$ cat config.mk
export PLATFORM = sky130hd
export DESIGN_NAME = bxq_ctrl
export DESIGN_NICKNAME = d
export VERILOG_FILES = /design/src/bxq_pkg.sv /design/src/bxq_ctrl.sv
export SDC_FILE = /design/constraint.sdc
export NUM_CORES = 1
export LEC_CHECK = 0
export BUFFER_PORTS_ARGS = -buffer_cell sky130_fd_sc_hd__buf_2
export CAP_MARGIN = 20
export CELL_PAD_IN_SITES_DETAIL_PLACEMENT = 0
export CELL_PAD_IN_SITES_GLOBAL_PLACEMENT = 1
export CORE_ASPECT_RATIO = 0.8
export CORE_MARGIN = 3
export CORE_UTILIZATION = 35
export DETAILED_ROUTE_END_ITERATION = 6
export GPL_TIMING_DRIVEN = 0
export PLACE_DENSITY_LB_ADDON = 0.1
export SYNTH_ARGS = -nofsm -noshare
export SYNTH_HDL_FRONTEND = slang
export SYNTH_SLANG_ARGS = --single-unit
$ cat constraint.sdc
create_clock -name clk -period 2.52 [get_ports clk]
set_input_delay 0.378 -clock clk [delete_from_list [all_inputs] [get_ports clk]]
set_output_delay 0.378 -clock clk [all_outputs]
set_load 0.01 [all_outputs]
$ cat src/bxq_pkg.sv
`default_nettype none
package bxq_pkg;

  localparam int KIND_W   = 3;
  localparam int KEY_W    = 31;
  localparam int STATUS_W = 2;

  localparam logic [KIND_W-1:0] KIND_INSERT  = 3'd0;
  localparam logic [KIND_W-1:0] KIND_MIN     = 3'd1;
  localparam logic [KIND_W-1:0] KIND_MIN_DEL = 3'd2;
  localparam logic [KIND_W-1:0] KIND_MAX     = 3'd3;
  localparam logic [KIND_W-1:0] KIND_MAX_DEL = 3'd4;
  localparam logic [KIND_W-1:0] KIND_CLEAR   = 3'd5;

  localparam logic [STATUS_W-1:0] STATUS_OK    = 2'd0;
  localparam logic [STATUS_W-1:0] STATUS_EMPTY = 2'd1;
  localparam logic [STATUS_W-1:0] STATUS_FULL  = 2'd2;

  typedef enum logic [3:0] {
    OP_NONE,
    OP_START,
    OP_CLEAR,
    OP_RD_LINK,
    OP_RD_PCNT,
    OP_PICK,
    OP_DEC,
    OP_INS_CHK,
    OP_INS_WR,
    OP_DONE
  } dp_op_t;

  typedef struct packed {
    dp_op_t                op;
    logic [STATUS_W-1:0]   done_status;
  } dp_cmd_t;

  typedef struct packed {
    logic is_insert;
    logic is_query;
    logic is_clear;
    logic want_del;
    logic set_empty;
    logic set_full;
    logic last_level;
    logic nx_zero;
    logic out_free;
  } dp_sts_t;

endpackage
`default_nettype wire

$ cat src/bxq_ctrl.sv
`default_nettype none
module bxq_ctrl import bxq_pkg::*; (
  input  wire logic    clk,
  input  wire logic    rst_n,
  input  wire logic    in_valid,
  output logic         in_ready,
  input  wire dp_sts_t sts,
  output dp_cmd_t      cmd
);

  typedef enum logic [7:0] {
    ST_IDLE     = 8'b0000_0001,
    ST_DECODE   = 8'b0000_0010,
    ST_RD_LINK  = 8'b0000_0100,
    ST_RD_PCNT  = 8'b0000_1000,
    ST_PICK     = 8'b0001_0000,
    ST_DEC      = 8'b0010_0000,
    ST_INS      = 8'b0100_0000,
    ST_DONE     = 8'b1000_0000
  } state_t;

  state_t              state_r, state_nxt;
  logic [STATUS_W-1:0] status_r, status_nxt;
  logic                last_r, last_nxt;
  logic                ins_wr_r, ins_wr_nxt;

  assign in_ready = (state_r == ST_IDLE);

  always_comb begin
    state_nxt       = state_r;
    status_nxt      = status_r;
    last_nxt        = last_r;
    ins_wr_nxt      = ins_wr_r;
    cmd.op          = OP_NONE;
    cmd.done_status = status_r;
    case (state_r)
      ST_IDLE: begin
        if (in_valid) begin
          cmd.op     = OP_START;
          status_nxt = STATUS_OK;
          state_nxt  = ST_DECODE;
        end
      end
      ST_DECODE: begin
        state_nxt = ST_DONE;
        if (sts.is_insert) begin
          if (sts.set_full) begin
            status_nxt = STATUS_FULL;
          end else begin
            state_nxt = ST_RD_LINK;
          end
        end else if (sts.is_query) begin
          if (sts.set_empty) begin
            status_nxt = STATUS_EMPTY;
          end else begin
            state_nxt = ST_RD_LINK;
          end
        end else if (sts.is_clear) begin
          cmd.op = OP_CLEAR;
        end
      end
      ST_RD_LINK: begin
        cmd.op     = OP_RD_LINK;
        ins_wr_nxt = 1'b0;
        state_nxt  = sts.is_insert ? ST_INS : ST_RD_PCNT;
      end
      ST_RD_PCNT: begin
        cmd.op    = OP_RD_PCNT;
        state_nxt = ST_PICK;
      end
      ST_PICK: begin
        cmd.op = OP_PICK;
        if (sts.nx_zero) begin
          state_nxt = ST_DONE;
        end else if (sts.want_del) begin
          last_nxt  = sts.last_level;
          state_nxt = ST_DEC;
        end else begin
          state_nxt = sts.last_level ? ST_DONE : ST_RD_LINK;
        end
      end
      ST_DEC: begin
        cmd.op    = OP_DEC;
        state_nxt = last_r ? ST_DONE : ST_RD_LINK;
      end
      ST_INS: begin
        if (!ins_wr_r) begin
          cmd.op     = OP_INS_CHK;
          ins_wr_nxt = 1'b1;
        end else begin
          cmd.op    = OP_INS_WR;
          state_nxt = sts.last_level ? ST_DONE : ST_RD_LINK;
        end
      end
      ST_DONE: begin
        if (sts.out_free) begin
          cmd.op    = OP_DONE;
          state_nxt = ST_IDLE;
        end
      end
      default: begin
        state_nxt = ST_IDLE;
      end
    endcase
  end

  always_ff @(posedge clk) begin
    if (!rst_n) begin
      state_r  <= ST_IDLE;
      status_r <= STATUS_OK;
      last_r   <= 1'b0;
      ins_wr_r <= 1'b0;
    end else begin
      state_r  <= state_nxt;
      status_r <= status_nxt;
      last_r   <= last_nxt;
      ins_wr_r <= ins_wr_nxt;
    end
  end

endmodule
`default_nettype wire

==> flow_metrics.tcl, run 1 <==
set metrics [dict create \
    clk_latency_ns 0.28 \
    synth_top_area_share_pct 31.2 \
    layout.nets 134 \
    crit_required_ns 2.14 \
    yosys-top-cells-area "dfxtp_1 (31%), nor2_1 (6.8%), nor2b_1 (6.5%)" \
    cts-buffers-inserted 3 \
    cts_setup_buffers 0 \
    p_clk_share_pct 29.7 \
    final_util_pct 46.3 \
    max_stage_delay_ns 0.48 \
    grt_max_degree 11 \
    p_sw_share_pct 28.7 \
    io_buffers 18 \
    maxCapViolCount 0 \
    ys_ff_latch 12 \
    grt_setup_unrepaired "false" \
    post-dp-hpwl_um 1590 \
    cts_sinks 12 \
    final_cell_mix "buf_2 (18), nor2_1 (14), dfxtp_1 (12)" \
    tns_ns 0 \
    drc_errors 0 \
    p_leak_nw 0.377 \
    status "completed" \
    relSlewSlack_pct 60.3 \
    fin_worst_skew_ns 0.0109 \
    syn_nets 112 \
    drtIter0Drc 45 \
    stdcell_count 144 \
    antenna_found_initial 0 \
    fillers 202 \
    cp_top_family "simple AND/OR/NAND/NOR gates" \
    firstDrtPassIters 4 \
    path_clk_slew_ns 0.08 \
    io_pins 19 \
    fin_crit_ns 2.33 \
    place.gp.congestion 0.816 \
    timing.final.crit_share_pct 92.4 \
    multi_input_area_sq_um 510 \
    synth_ff_type "dfxtp_1" \
    clockRootBuffer "clkbuf_4" \
    grt_overflow 0 \
    post_drt_wl_per_cell_um 14.0 \
    path_class "reg -> out" \
    grt_pass1_vias 697 \
    ys.warnings.count 0 \
    hp-class "in -> reg" \
    netlist_area_sq_um 771 \
    area_delta_synth_final_pct 18.8 \
    final_common_cell "buf_2" \
    cp_slowest_cell "or4_4" \
    dieWidth_um 58.5 \
    worst_pin_slew_ns 0.594 \
    synth-async-reset-ratio_pct 0 \
    track_usage_pct 16.0 \
    syn_inst 100 \
    dieArea_sq_um 2800 \
    holdBufCountCts 0 \
    path_cells "clkbuf_1 > or4_4 > nor4b_2 > a21oi_1 > nand3_1 > buf_2" \
    grt_pass1_wl_um 3260 \
    seqCellArea_sq_um 240 \
    synth_area_leader_cell "dfxtp_1" \
    die_h_um 48.0 \
    p_per_area_nw_per_um2 434 \
    drv_slew 0 \
    routed_wl_um 2010 \
    hold_viol 0 \
    core-area_sq_um 1980 \
    arrival_ns 1.95 \
    drive_above_1_share_pct 20.8 \
    setup_viol_count_final 0 \
    n_antenna_cell 0 \
    cts_max_path_buffers 2 \
    ant_nets 0 \
    ir_worst_vdd_mv 0.290 \
    syn_area_per_cell_sq_um 7.71 \
    cts_resized 0 \
    vias 800 \
    place_inst 142 \
    h-tree-depth 1 \
    crit_buf_inv 2 \
    p_int_w 0.000283 \
    p_comb_share_pct 20.4 \
    synth-edff-count 0 \
    vias_per_cell 5.56 \
    endpoint_kind "output port" \
    p_sw_w 0.000114 \
    yosysUniqueCellTypes 34 \
    cts_tree "yes" \
    rows 14 \
    initial_core_util_pct 38.9 \
    crit_fanout 8 \
    sequentialPowerShare_pct 49.9 \
    start_kind "flip-flop" \
    fmax_mhz 429 \
    yosysSeqAreaShare_pct 31.2 \
]
==> path summary, 6_finish.rpt <==
check / startpoint / to / slack (ns) / depth (start not counted)
setup / recovery: state_r[0]$_SDFFE_PN1P_ / cmd[2] / 0.19 / 6
hold / removal: rst_n / state_r[0]$_SDFFE_PN1P_ / 0.31 / 2
setup reg to reg: state_r[0]$_SDFFE_PN1P_ / state_r[2]$_SDFFE_PN0P_ / 0.55 / 6
hold reg to reg: status_r[1]$_SDFFE_PN0P_ / status_r[1]$_SDFFE_PN0P_ / 0.48 / 2
==> synthesized netlist by cell type (2+ instances only) <==
master	instances
nor2_1	14
dfxtp_1	12
a21oi_1	8
nor2b_1	8
nand2_1	5
inv_1	4
nor3b_1	4
o21ai_0	4
clkbuf_1	3
nand3b_1	3
nor3_1	3
nor4_1	3
o211ai_1	3
and2_1	2
nand3_1	2
nand4b_1	2
or3_1	2
xnor2_1	2
==> power groups by stage <==
stage	registers (W)	clock network [W]	logic [W]
2_1_floorplan	0.000200	0	0.0000540
3_3_place_gp	0.000199	0	0.0000842
3_5_place_dp	0.000199	0	0.0000840
4_1_cts	0.000195	0.000123	0.0000844
5_1_grt	0.000199	0.000129	0.0000906
6_report	0.000198	0.000118	0.0000810
==> through the flow <==
stage / power, W / worst slack, ns / hold WS, ns / area [sq um]
2_1_floorplan: 0.000254 / 0.633 / 0.440 / 771
4_1_cts: 0.000402 / 0.147 / 0.306 / 913
3_5_place_dp: 0.000283 / 0.449 / 0.473 / 891
3_3_place_gp: 0.000284 / 0.441 / 0.456 / 891
6_report: 0.000397 / 0.191 / 0.310 / 916
5_1_grt: 0.000419 / 0.0981 / 0.305 / 916
==> metal layers <==
layer  wire length [um]  share of wire, %  global-route usage, %
met2                885                44                   24.1
met3                164               8.1                   5.93
met5                  0                 0                      0
met4                 20              0.99                   5.09
met1                944                47                   21.2
==> cells by family after synthesis <==
| logic type | count (synthesis) | synth area share (%) |
|---|---|---|
| buffers and inverters | 7 | 3.41 |
| multiplexers | 1 | 1.30 |
| AND/OR/NAND/NOR | 55 | 41.9 |
| XOR/XNOR | 2 | 2.27 |
| AO/OA/AOI/OAI | 23 | 20.0 |
| flip-flops | 12 | 31.2 |
==> flip-flops by register name, indices dropped and copies added (netlist names) <==
register	cells
state_r	8
ins_wr_r	1
last_r	1
status_r	2
==> layout make-up <==
class                           count  share of cell area, %
Multi-Input combinational cell     81                   55.7
Clock buffer                        3                   2.46
Timing Repair Buffer               18                   9.84
Tap cell                           24                   3.28
Buffer                              2                  0.820
Sequential cell                    12                   26.2
Inverter                            4                   1.64
No activity file was read; power rests on OpenSTA's default activity.
==> inputs of run 2 (changes only) <==
- CORE_MARGIN: 3 -> 2
- SKIP_CTS_REPAIR_TIMING: not set -> 1
==> run 2 against run 1 <==
  * Fmax fell by 1.6%
  * Routed wire length fell by 0.25%
  * Critical path depth down 2
==> flow_metrics.tcl, run 2 (synthesized netlist as in run 1, its figures left out) <==
set metrics [dict create \
    status "completed" \
    post-dp-hpwl_um 1560 \
    drc_errors 0 \
    p_leak_nw 0.377 \
    initial_core_util_pct 36.3 \
    dieWidth_um 56.5 \
    vias 800 \
    maxCapViolCount 0 \
    fin_worst_skew_ns 0.00910 \
    final_cell_mix "buf_2 (18), nor2_1 (14), dfxtp_1 (12)" \
    n_antenna_cell 0 \
    vias_per_cell 5.52 \
    cts_sinks 12 \
    p_per_area_nw_per_um2 432 \
    reg2reg_to "state_r[2]$_SDFFE_PN0P_" \
    path_class "reg -> out" \
    grt_pass1_vias 751 \
    max_stage_delay_ns 0.59 \
    reg2reg_depth 5 \
    worst_pin_slew_ns 0.515 \
    p_clk_share_pct 29.7 \
    sequentialPowerShare_pct 50.0 \
    core-area_sq_um 2120 \
    fmax_mhz 422 \
    tns_ns 0 \
    setup_slack_ns 0.153 \
    fin_crit_ns 2.37 \
    io_pins 19 \
    reg2reg_from "state_r[3]$_SDFFE_PN0P_" \
    path_cells "or4_4 > or3_1 > o211ai_1 > buf_2" \
    hp-class "in -> reg" \
    arrival_ns 1.99 \
    seqCellArea_sq_um 240 \
    endpoint_kind "output port" \
    r2r_slack_ns 0.54 \
    grt_max_degree 11 \
    hold_viol 0 \
    cp_slowest_cell "or4_4" \
    p_int_w 0.000283 \
    drv_slew 0 \
    h-tree-depth 1 \
    cts-buffers-inserted 3 \
    grt_overflow 0 \
    grt_pass1_wl_um 3540 \
    place.gp.congestion 0.783 \
    largestRegisters "state_r (8), status_r (2)" \
    crit_end "cmd[4]" \
    grt_setup_unrepaired "false" \
    p_sw_share_pct 28.6 \
    antenna_found_initial 0 \
    fillers 231 \
    final_util_pct 43.2 \
    path_clk_slew_ns 0.08 \
    hold_slack_ns 0.311 \
    io_buffers 18 \
    drive_above_1_share_pct 20.8 \
    timing.final.crit_share_pct 93.9 \
    final_common_cell "buf_2" \
    crit_required_ns 2.14 \
    largest_register_ffs 8 \
    clockRootBuffer "clkbuf_4" \
    p_sw_w 0.000113 \
    cp-startpoint "state_r[3]$_SDFFE_PN0P_" \
    largest_register "state_r" \
    area_delta_synth_final_pct 19.0 \
    dieArea_sq_um 2600 \
    layout.nets 134 \
    clk_latency_ns 0.28 \
    cts_tree "yes" \
    multi_input_area_sq_um 510 \
    start_kind "flip-flop" \
    crit_fanout 7 \
    rows 15 \
    drtIter0Drc 24 \
    routed_wl_um 2010 \
    cts_max_path_buffers 2 \
    pre_cts_ws_ns 0.445 \
    setup_viol_count_final 0 \
    ant_nets 0 \
    track_usage_pct 18.0 \
    p_comb_share_pct 20.3 \
    relSlewSlack_pct 64.8 \
    ir_worst_vdd_mv 0.241 \
    post_drt_wl_per_cell_um 13.9 \
    firstDrtPassIters 4 \
    die_h_um 46.0 \
]
[run 2: worst max-delay path, delay by kind of cell (launching register included)]
family	cells	cell delay (ns)
and+or+nand+nor	2	0.96
DFF	1	0.38
AOI/OAI and AO/OA	1	0.21
buffers and inverters	1	0.16
[run 2: final cells by class]
type | instances | share of cell area (%)
timing repair buffer | 18 | 9.82
inverter | 4 | 1.64
tap | 25 | 3.41
clock buffer | 3 | 2.46
sequential | 12 | 26.2
buffer | 2 | 0.819
multi-input combinational | 81 | 55.7
[run 2: stage by stage]
| step | cells | total power (W) | cell area, sq um |
|---|---|---|---|
| 2_1_floorplan | 100 | 0.000254 | 771 |
| 3_3_place_gp | 143 | 0.000283 | 892 |
| 3_5_place_dp | 143 | 0.000283 | 892 |
| 4_1_cts | 146 | 0.000404 | 915 |
| 5_1_grt | 145 | 0.000423 | 917 |
| 6_report | 145 | 0.000396 | 917 |
[run 2: layer usage]
metal,wire length (um),GRT usage [%],vias up
li1,-,-,409
met1,1020,23.6,371
met2,877,28.8,18
met3,103,6.25,2
met4,10,4.29,0
met5,0,0,-
[run 2: power groups by stage]
| stage | Clock [W] | Combinational [W] | Sequential, W |
|---|---|---|---|
| floorplan | 0 | 0.0000540 | 0.000200 |
| global placement | 0 | 0.0000841 | 0.000199 |
| detailed placement | 0 | 0.0000841 | 0.000199 |
| CTS | 0.000125 | 0.0000847 | 0.000195 |
| global route | 0.000134 | 0.0000906 | 0.000199 |
| finish | 0.000118 | 0.0000803 | 0.000198 |
[run 2: worst min-delay path by stage]
stage / from / end / slack, ns / depth (start not counted)
final: rst_n / state_r[0]$_SDFFE_PN1P_ / 0.31 / 2
after global routing: rst_n / state_r[0]$_SDFFE_PN1P_ / 0.30 / 2
after CTS: rst_n / state_r[0]$_SDFFE_PN1P_ / 0.30 / 2
after detailed placement: status_r[1]$_SDFFE_PN0P_ / status_r[1]$_SDFFE_PN0P_ / 0.48 / 2
after global placement: status_r[1]$_SDFFE_PN0P_ / status_r[1]$_SDFFE_PN0P_ / 0.46 / 2
after floorplan: rst_n / state_r[0]$_SDFFE_PN1P_ / 0.44 / 1
